==> src/design/acl_pkg.sv <==
`timescale 1ns / 1ps

package acl_pkg;

  // Default width of the internal offset and length counters.
  localparam int SIZE_BITS_DEF = 40;

  // Width of the reported total size.
  localparam int TOTAL_W = 40;

  // Characters checked in the header and in atom types.
  localparam logic [7:0] CH_R = 8'h52;
  localparam logic [7:0] CH_E = 8'h45;
  localparam logic [7:0] CH_O = 8'h4F;
  localparam logic [7:0] CH_D = 8'h44;
  localparam logic [7:0] CH_1 = 8'h31;

  // Smallest legal atom size (size field plus type field).
  localparam logic [31:0] MIN_ATOM_SIZE = 32'd8;

  // Header positions that are checked.
  localparam logic [3:0] POS_SIZE_LAST = 4'd3;
  localparam logic [3:0] POS_MAGIC_0   = 4'd4;
  localparam logic [3:0] POS_MAGIC_1   = 4'd5;
  localparam logic [3:0] POS_MAGIC_2   = 4'd6;
  localparam logic [3:0] POS_MAGIC_3   = 4'd7;
  localparam logic [3:0] POS_TAG_0     = 4'hA;
  localparam logic [3:0] POS_TAG_1     = 4'hB;

  // Byte positions inside one atom.
  localparam logic [2:0] REL_TYPE_0 = 3'd4;
  localparam logic [2:0] REL_TYPE_1 = 3'd5;
  localparam logic [2:0] REL_JUDGE  = 3'd6;
  localparam logic [2:0] REL_SIZE_0 = 3'd0;

  // Walk status codes as seen on the result channel.
  typedef enum logic [1:0] {
    ST_WALK   = 2'd0,
    ST_NOTFMT = 2'd1,
    ST_BAD    = 2'd2,
    ST_END    = 2'd3
  } acl_status_t;

  // One input word as held in the input register.
  typedef struct packed {
    logic [7:0] byte_value;
    logic       first_byte;
  } acl_item_t;

  // One result word.
  typedef struct packed {
    acl_status_t        status;
    logic [TOTAL_W-1:0] total_size;
  } acl_result_t;

endpackage

==> src/design/acl_in_reg.sv <==
`timescale 1ns / 1ps

module acl_in_reg (
  input  logic              clk,
  input  logic              rst_n,
  input  logic              load,
  input  logic              drain,
  input  acl_pkg::acl_item_t item_in,
  output logic              vld_r,
  output acl_pkg::acl_item_t item_r
);
  import acl_pkg::*;

  logic vld_nxt;

  // The register holds a word until the walk stage consumes it.
  always_comb begin
    vld_nxt = vld_r;
    if (load) begin
      vld_nxt = 1'b1;
    end else if (drain) begin
      vld_nxt = 1'b0;
    end
  end

  always_ff @(posedge clk) begin
    if (!rst_n) begin
      vld_r <= 1'b0;
    end else begin
      vld_r <= vld_nxt;
    end
  end

  // Payload needs no reset.
  always_ff @(posedge clk) begin
    if (load) begin
      item_r <= item_in;
    end
  end

endmodule

==> src/design/acl_walk.sv <==
`timescale 1ns / 1ps

module acl_walk #(
  parameter int SIZE_BITS = acl_pkg::SIZE_BITS_DEF
) (
  input  logic                clk,
  input  logic                rst_n,
  input  logic                adv,
  input  acl_pkg::acl_item_t  item,
  output acl_pkg::acl_result_t res_r
);
  import acl_pkg::*;

  localparam logic [SIZE_BITS-1:0] OFF_MAX = {SIZE_BITS{1'b1}};

  // Walk state.
  logic [SIZE_BITS-1:0] byte_offset_r, byte_offset_nxt;
  logic [SIZE_BITS-1:0] next_atom_r, next_atom_nxt;
  logic [31:0]          size_acc_r, size_acc_nxt;
  logic [15:0]          type_prefix_r, type_prefix_nxt;
  acl_status_t          status_r, status_nxt;
  acl_result_t          res_nxt;

  // State as seen by this word, after a possible restart.
  logic [SIZE_BITS-1:0] pos;
  logic [SIZE_BITS-1:0] next_b;
  logic [31:0]          acc_b;
  logic [15:0]          tp_b;
  acl_status_t          st_b;

  logic [7:0]           b;
  logic [31:0]          acc_shift;
  logic                 hdr_ok;
  logic [SIZE_BITS:0]   rel_diff;
  logic [SIZE_BITS-1:0] rel;
  logic                 in_atom;
  logic [SIZE_BITS:0]   sum;
  logic [SIZE_BITS+TOTAL_W-1:0] next_ext;

  assign b         = item.byte_value;
  assign acc_shift = {acc_b[23:0], b};

  // Restart on the first byte of a new file.
  always_comb begin
    if (item.first_byte) begin
      pos    = '0;
      next_b = '0;
      acc_b  = '0;
      tp_b   = '0;
      st_b   = ST_WALK;
    end else begin
      pos    = byte_offset_r;
      next_b = next_atom_r;
      acc_b  = size_acc_r;
      tp_b   = type_prefix_r;
      st_b   = status_r;
    end
  end

  // Header check on the fixed positions near the start of the file.
  always_comb begin
    hdr_ok = 1'b1;
    if (pos[SIZE_BITS-1:4] == '0) begin
      unique case (pos[3:0])
        POS_SIZE_LAST: hdr_ok = (acc_shift >= MIN_ATOM_SIZE);
        POS_MAGIC_0:   hdr_ok = (b == CH_R);
        POS_MAGIC_1:   hdr_ok = (b == CH_E);
        POS_MAGIC_2:   hdr_ok = (b == CH_D);
        POS_MAGIC_3:   hdr_ok = (b == CH_1);
        POS_TAG_0:     hdr_ok = (b == CH_R);
        POS_TAG_1:     hdr_ok = (b == CH_1);
        default:       hdr_ok = 1'b1;
      endcase
    end
  end

  // Position within the current atom, and the candidate end of the atom.
  assign rel_diff = {1'b0, pos} - {1'b0, next_b};
  assign rel      = rel_diff[SIZE_BITS-1:0];
  assign in_atom  = !rel_diff[SIZE_BITS] && (rel[SIZE_BITS-1:3] == '0);
  assign sum      = {1'b0, next_b} + {{(SIZE_BITS-31){1'b0}}, acc_b};

  // Next state for one byte.
  always_comb begin
    next_atom_nxt   = next_b;
    size_acc_nxt    = acc_b;
    type_prefix_nxt = tp_b;
    status_nxt      = st_b;
    if (st_b == ST_WALK) begin
      priority if (pos == OFF_MAX) begin
        status_nxt = ST_BAD;
      end else if (!hdr_ok) begin
        status_nxt = ST_NOTFMT;
      end else if (in_atom) begin
        priority case (rel[2:0])
          REL_SIZE_0: size_acc_nxt    = {24'd0, b};
          REL_TYPE_0: type_prefix_nxt = {8'd0, b};
          REL_TYPE_1: type_prefix_nxt = {tp_b[7:0], b};
          REL_JUDGE: begin
            // Judge the atom: bad size, bad type or an overflowing end stops, else skip by its size.
            if (acc_b < MIN_ATOM_SIZE || tp_b[15:8] != CH_R) begin
              status_nxt = ST_BAD;
            end else if (sum[SIZE_BITS]) begin
              status_nxt = ST_BAD;
            end else begin
              next_atom_nxt = sum[SIZE_BITS-1:0];
              status_nxt    = (tp_b[7:0] == CH_E && b == CH_O) ? ST_END : ST_WALK;
            end
          end
          3'd7: begin
          end
          default: size_acc_nxt = acc_shift;
        endcase
      end
    end
    byte_offset_nxt = (pos == OFF_MAX) ? pos : pos + 1'b1;
  end

  // Result word: the total is the low bits of the next atom start, or zero on ST_NOTFMT.
  assign next_ext = {{TOTAL_W{1'b0}}, next_atom_nxt};
  always_comb begin
    res_nxt.status     = status_nxt;
    res_nxt.total_size = (status_nxt == ST_NOTFMT) ? '0 : next_ext[TOTAL_W-1:0];
  end

  always_ff @(posedge clk) begin
    if (!rst_n) begin
      byte_offset_r <= '0;
      next_atom_r   <= '0;
      size_acc_r    <= '0;
      type_prefix_r <= '0;
      status_r      <= ST_WALK;
    end else if (adv) begin
      byte_offset_r <= byte_offset_nxt;
      next_atom_r   <= next_atom_nxt;
      size_acc_r    <= size_acc_nxt;
      type_prefix_r <= type_prefix_nxt;
      status_r      <= status_nxt;
    end
  end

  // Result payload needs no reset.
  always_ff @(posedge clk) begin
    if (adv) begin
      res_r <= res_nxt;
    end
  end

endmodule

==> src/design/atom_chain_length_tracker.sv <==
`timescale 1ns / 1ps

// Channel  Direction  Bits           Contents
// in_      slave      tdata[7:0]     byte_value
//                     tuser[0]       first_byte
// out_     master     tdata[39:0]    total_size
//                     tuser[1:0]     status
//
// A word passes the input register and then the result register. The
// throughput of one word per cycle, barring a result-side stall, is set
// by the single walk stage, which updates the atom state and the result
// register in one step. Reset clears the valid flags and restarts the walk
// at offset zero. A stall on the result side holds the result and then the
// input register; the input side is refused only while both are full.

module atom_chain_length_tracker #(
  parameter int SIZE_BITS = acl_pkg::SIZE_BITS_DEF
) (
  input  logic        clk,
  input  logic        rst_n,
  input  logic        in_tvalid,
  output logic        in_tready,
  input  logic [7:0]  in_tdata,   // [7:0] byte_value
  input  logic [0:0]  in_tuser,   // [0] first_byte
  output logic        out_tvalid,
  input  logic        out_tready,
  output logic [39:0] out_tdata,  // [39:0] total_size
  output logic [1:0]  out_tuser   // [1:0] status
);
  import acl_pkg::*;

  acl_item_t   item_in;
  acl_item_t   item_r;
  acl_result_t res_r;
  logic        in_vld_r;
  logic        out_vld_r, out_vld_nxt;
  logic        adv;
  logic        load;

  // The walk stage moves whenever it holds a word and the result slot frees.
  assign adv       = in_vld_r && (!out_vld_r || out_tready);
  assign in_tready = !in_vld_r || adv;
  assign load      = in_tvalid && in_tready;

  assign item_in.byte_value = in_tdata;
  assign item_in.first_byte = in_tuser[0];

  acl_in_reg u_in_reg (
    .clk     (clk),
    .rst_n   (rst_n),
    .load    (load),
    .drain   (adv),
    .item_in (item_in),
    .vld_r   (in_vld_r),
    .item_r  (item_r)
  );

  acl_walk #(
    .SIZE_BITS (SIZE_BITS)
  ) u_walk (
    .clk   (clk),
    .rst_n (rst_n),
    .adv   (adv),
    .item  (item_r),
    .res_r (res_r)
  );

  // Result valid flag.
  always_comb begin
    out_vld_nxt = out_vld_r;
    if (adv) begin
      out_vld_nxt = 1'b1;
    end else if (out_tready) begin
      out_vld_nxt = 1'b0;
    end
  end

  always_ff @(posedge clk) begin
    if (!rst_n) begin
      out_vld_r <= 1'b0;
    end else begin
      out_vld_r <= out_vld_nxt;
    end
  end

  assign out_tvalid = out_vld_r;
  assign out_tdata  = res_r.total_size;
  assign out_tuser  = res_r.status;

endmodule
==> config.mk <==
export PLATFORM = sky130hd
export DESIGN_NAME = atom_chain_length_tracker
export DESIGN_NICKNAME = d
export VERILOG_FILES = /design/src/design/acl_pkg.sv /design/src/design/acl_in_reg.sv /design/src/design/acl_walk.sv /design/src/design/atom_chain_length_tracker.sv
export SDC_FILE = /design/constraint.sdc
export NUM_CORES = 1
export LEC_CHECK = 0
export BUFFER_PORTS_ARGS = -buffer_cell sky130_fd_sc_hd__buf_2
export CAP_MARGIN = 0
export CORE_UTILIZATION = 64
export CTS_BUF_LIST = sky130_fd_sc_hd__clkbuf_16
export DETAILED_ROUTE_END_ITERATION = 8
export PLACE_DENSITY = 0.78
export SYNTH_ARGS = -nofsm -noshare
export SYNTH_HDL_FRONTEND = slang
export SYNTH_SLANG_ARGS = --single-unit
==> constraint.sdc <==
create_clock -name clk -period 8.8 [get_ports clk]
set_input_delay 0.88 -clock clk [delete_from_list [all_inputs] [get_ports clk]]
set_output_delay 0.88 -clock clk [all_outputs]
set_load 0.01 [all_outputs]
## After elaboration in Yosys (flattened, before gate mapping)

Index checks and enable logic that the tools add are counted.

- Memories: 0
- Latch bits: 0
- Register bits after elaboration: 183
- ROM bits: 0
- Output and inout port bits: 44
- Logic and storage cells: 92
- RAM bits: 0
- Input port bits: 13

- Divide/modulo/power cells: 0
- Add/subtract/negate cells: 3
- Muxes and demuxes: 37
- Multipliers: 0
- Shifts and indexed selects: 0
- Order comparisons: 2
- Reduce and logical (&&, ||, !) cells: 19
- Equal/unequal tests: 20
- Bitwise gates (word level): 0

Operator list:

| kind | count |
|---|---|
| 40-bit 2-to-1 mux | 10 |
| 32-bit 2-to-1 mux | 5 |
| 16-bit 2-to-1 mux | 5 |
| 32-bit case mux with 2 select lines | 1 |
| 40-bit by 32-bit adder with 41-bit output | 1 |
| 40-bit by 40-bit subtractor with 41-bit output | 1 |
| 40-bit by 1-bit adder with 40-bit output, second input constant | 1 |
| 40-bit == test, second input constant | 1 |
| 8-bit by 7-bit == test with 1-bit output, second input constant | 5 |
| 37-bit zero test | 1 |
| 36-bit zero test | 1 |
| 32-bit by 4-bit greater-or-equal comparator with 1-bit output, second input constant | 1 |
| 32-bit by 4-bit less-than comparator with 1-bit output, second input constant | 1 |
| 16-bit case mux with 2 select lines | 1 |
| 2-bit 2-to-1 mux | 9 |
| 4-bit by 3-bit == test with 1-bit output, second input constant | 4 |
| 3-bit == test, second input constant | 4 |
| 4-bit == test, second input constant | 2 |
| 8-bit by 6-bit == test with 1-bit output, second input constant | 1 |
| 8-bit by 7-bit inequality test with 1-bit output, second input constant | 1 |
| 1-bit 2-to-1 mux | 5 |
| 1-bit case mux with 5 select lines | 1 |
| 4-bit by 2-bit == test with 1-bit output, second input constant | 1 |
| 1-bit logical AND | 4 |
| 8 further kinds | 14 |

## Depth between registers and ports, before layout

- Depth in word-level cells: 12
- Depth in mapped cells: 26

## Cells and area by module

From an unflattened synthesis, not the netlist that was laid out.

- Cells, all modules: 1721
- Area total of the unflattened synthesis: 13670.6 µm²

By module, submodules not included:

| module | instances | seq. area each (µm²) | area each (µm²) | cells each |
|---|---|---|---|---|
| acl_walk | 1 | 3863.7 | 13300.3 | 1703 |
| acl_in_reg | 1 | 290.3 | 311.5 | 12 |
| atom_chain_length_tracker | 1 | 20.0 | 58.8 | 6 |

## Worst setup path after synthesis

OpenSTA, ideal clock, no wires.

- Kind: flip-flop to flip-flop
- From: register u_in_reg.item_r[0] (netlist name)
- To: register u_walk.res_r[38] (netlist name)
- Clock period less this slack: 6.057 ns
- Path buffers: 11
- Arrival: 5.801 ns
- Setup slack: 2.743 ns
- Stages on the path, launching flop included: 26
- Cells stage by stage: edfxtp_1 > buf_4 > buf_2 > buf_2 > buf_2 > buf_2 > clkbuf_1 > clkbuf_1 > clkbuf_1 > buf_1 > nor2b_1 > ha_1 > clkbuf_1 > and2_1 > a221o_1 > a31oi_4 > o211a_1 > nor4_1 > a2111o_1 > a211o_1 > nor4b_2 > nand4b_1 > buf_2 > or3_1 > xnor2_1 > nor2_1

- Cells in the longest elaborated chain, start to end: 12

Ends and longest elaborated chain:

| what |
|---|
| parallel branches: the longest is 12 deep, another holds 40-bit by 40-bit subtractor with 41-bit output |

Parallel ways; which one is timed is not known.
A chain may end at the register's enable or synchronous reset.

## Worst setup path in the final report

- From: register u_in_reg.item_r[0] (netlist name)
- To: register u_walk.res_r[14] (netlist name)

- Cells in the longest elaborated chain, start to end: 12

Ends and longest elaborated chain:

| what |
|---|
| parallel branches: the longest is 12 deep, another holds 40-bit by 40-bit subtractor with 41-bit output |

Parallel ways; which one is timed is not known.

==> results.cfg <==
[placed_design]
port-buffer-count = 56
hpwlAfterDp_um = 34400
place_congestion = 0.991
place_area_um2 = 14900

[synthesis]
ys_ff_latch = 183
ys_async_sr_fraction = 0
synth.distinct_cells = 104
synthesis.area_um2 = 14600
synth_area_per_cell_um2 = 7.96
syn_nets = 1913
synth-edff-count = 51
yosysSeqAreaShare = 0.287
syn_inst = 1829
ys.flop_type = dfxtp_1
yosysWarnings = 0

[power]
switching_power_mw = 0.545
seqPwrFrac = 0.474
ir_drop_mv = 0.103
switching_share = 0.292
cellPowerDensity_nw_per_um2 = 121
p_int_mw = 1.32
leakagePower_nw = 6.77
p_comb_frac = 0.093
report.power.total_mw = 1.87
pwr-share-clk = 0.433

[floorplan]
chipWidth_um = 153
die_y_um = 153
num_rows = 54
start_util = 0.659
floorplan.io_pins = 57
coreArea_um2 = 22100
design.die.area_um2 = 23400

[timing]
fin_crit_ps = 6710
slew_violations = 0
setup_viol_count_final = 0
relSlewSlack = 0.223
worstMarginPinSlew_ps = 1160
hold_violations = 0
max_freq_mhz = 149
rsz0062_at_grt = false
post-route-period-util = 0.763
clock_skew_ps = 15.9
whs_ps = 459
tns_ps = 0

[cts]
clockBufferDepth = 2
cts_tree = built
clkSinkCount = 183
cts_inserted_buffers = 17
cts-htree-levels = 4
clk_pin_slew_ps = 90
cts_root_buf = clkbuf_16
clock_latency_ps = 450
post_cts_resized = 0
cts_hold_buf = 0
postCtsSetupBuffers = 0

[global_routing]
grtUsageTotal = 0.391
grt_overflow = 0
antenna_found_initial = 0
grt_max_degree = 139
grt_pass1_wl_um = 71700
grt_pass1_vias = 13300

[drt]
antenna_left = 0
wl_um = 46000
vias = 14400
first_pass_iters = 7
drt_iter0_markers = 1570
route.detailed.drc = 0
wire_per_inst_um = 21.8
drt-vias-per-instance = 6.81

[layout]
drive_gt1_frac = 0.0842
utilization = 0.701
n_antenna_cell = 0
area_growth_pct = 6.36
nFillCells = 1815
postLayoutCellArea_um2 = 15500
layout.nets = 1901

[setup_path]
endpoint_kind = register
crit_required_ps = 8960
cp_slowest_stage_delay_ps = 980
startpoint_type = register
cp_cell_sequence = buf_12 > inv_2 > nand2_1 > ha_1 > a21oi_1 > o21ai_0 > a21oi_1 > nor3_1 > a2111oi_0 > nand3_1 > nor4_1 > and4_1 > and4b_1 > nand4_1 > a21oi_4 > nor2_1
cp_num_buf_inv = 2
crit_type = reg -> reg
arrival_ps = 6870
path_max_fanout = 138
path_delay_family = compound AO/OA/AOI/OAI gates
worst_path_most_repeated_cell = a21oi_1
critPathSlowestCell = a21oi_4

[run_status]
outcome = finished, final reports clean

[job]
max_cap_viol_count = 0

[worst_hold_path]
hold_path.class = reg -> reg
==> final cells by class <==
type,count,area (um^2),share of cell area
clock inverters,15,194,0.0125
clock buffers,17,425,0.0275
multi-input cells,1463,9660,0.623
inverters,86,323,0.0208
repair buffers,66,368,0.0237
well taps,280,350,0.0226
flip-flops and latches,183,4170,0.269
==> state kept, by name (all words and copies together) (netlist names), 2 cells and up <==
name and flops:
u_walk.byte_offset_r 40, u_walk.size_acc_r 32, u_walk.status_r 2, u_in_reg.item_r 9, u_walk.type_prefix_r 16, u_walk.next_atom_r 40, u_walk.res_r 42
==> worst paths after layout <==
check / startpoint / to / slack [ps] / cells after the start
setup / recovery: u_in_reg.item_r[0] / u_walk.res_r[14] / 2090 / 16
setup reg to reg: u_in_reg.item_r[0] / u_walk.res_r[14] / 2090 / 16
hold / removal: u_walk.size_acc_r[28] / u_walk.size_acc_r[28] / 460 / 2
hold reg to reg: u_walk.size_acc_r[28] / u_walk.size_acc_r[28] / 460 / 2
==> placed cells by master (no fill, tap or decap), types with 15 or more instances in the layout <==
cell,count
a211oi_1,18
a21o_1,43
a21oi_1,108
a22o_1,30
a31oi_1,18
and2_1,28
and3_1,28
buf_2,56
clkbuf_16,17
dfxtp_1,132
edfxtp_1,51
ha_1,70
inv_1,83
mux2i_1,52
nand2_1,191
nand2b_1,23
nand3_1,61
nand4_1,38
nor2_1,161
nor2b_1,79
nor3_1,43
nor4_1,28
o211ai_1,17
o21a_1,22
o21ai_0,69
o31ai_1,19
or4_1,15
xnor2_1,42
xor2_1,19
==> cell families (layout without fill, tap and decap cells) <==
group,after synthesis,count (layout),share of synthesized area
and+or+nand+nor,779,779,0.281
AOI/OAI and AO/OA,488,488,0.236
DFF,183,183,0.287
buffers and inverters,183,184,0.0521
adders and majority gates,71,71,0.0615
muxes,64,64,0.0455
xor gates and xnor gates,61,61,0.0367
==> synth_stat cells (all sizes together) (10+ instances only) <==
master | count | area [um^2]
a211oi | 21 | 173
a21boi | 11 | 82.6
a21o | 43 | 323
a21oi | 110 | 551
a22o | 30 | 263
a31oi | 19 | 134
and2 | 28 | 175
and3 | 28 | 175
and4 | 13 | 114
buf | 42 | 228
clkbuf | 55 | 209
dfxtp | 132 | 2640
edfxtp | 51 | 1530
ha | 70 | 876
inv | 86 | 323
mux2 | 12 | 143
mux2i | 52 | 521
nand2 | 191 | 717
nand2b | 23 | 144
nand3 | 63 | 333
nand4 | 39 | 250
nor2 | 163 | 619
nor2b | 79 | 494
nor3 | 44 | 225
nor4 | 30 | 218
o211ai | 17 | 128
o21a | 22 | 165
o21ai | 76 | 392
o21bai | 10 | 78.8
o31ai | 19 | 143
or2 | 12 | 75.1
or3 | 13 | 81.3
or4 | 15 | 113
xnor2 | 42 | 368
xor2 | 19 | 166
==> power by group through the flow <==
stage	clock, mW	sequential, mW	combinational [mW]
floorplan	0	0.909	0.112
global placement	0	0.905	0.166
detailed placement	0	0.906	0.168
CTS	0.807	0.886	0.169
global route	0.834	0.888	0.186
finish	0.809	0.886	0.173
==> worst register-to-register path: stages (launching register included) <==
cell and delay (ps):
edfxtp_1 430, buf_12 290, inv_2 760, nand2_1 380, ha_1 510, a21oi_1 360, o21ai_0 280, a21oi_1 520
nor3_1 110, a2111oi_0 370, nand3_1 150, nor4_1 320, and4_1 330, and4b_1 280, nand4_1 190, a21oi_4 980
nor2_1 170
==> metrics by stage <==
stage,cells,setup slack [ps]
4_1_cts,2110,2220
3_3_place_gp,2078,2480
2_1_floorplan,1829,2740
3_5_place_dp,2078,2230
5_1_grt,2110,1590
6_report,2110,2090
==> routing by layer <==
metal | wire length [um] | up-vias | share of wire | GRT usage
met4 | 3000 | 0 | 0.065 | 0.248
li1 | - | 6752 | - | -
met1 | 18800 | 6776 | 0.41 | 0.488
met2 | 20500 | 691 | 0.45 | 0.631
met5 | 0 | - | 0 | 0
met3 | 3710 | 153 | 0.081 | 0.0661
No activity file was read; power rests on OpenSTA's default activity.
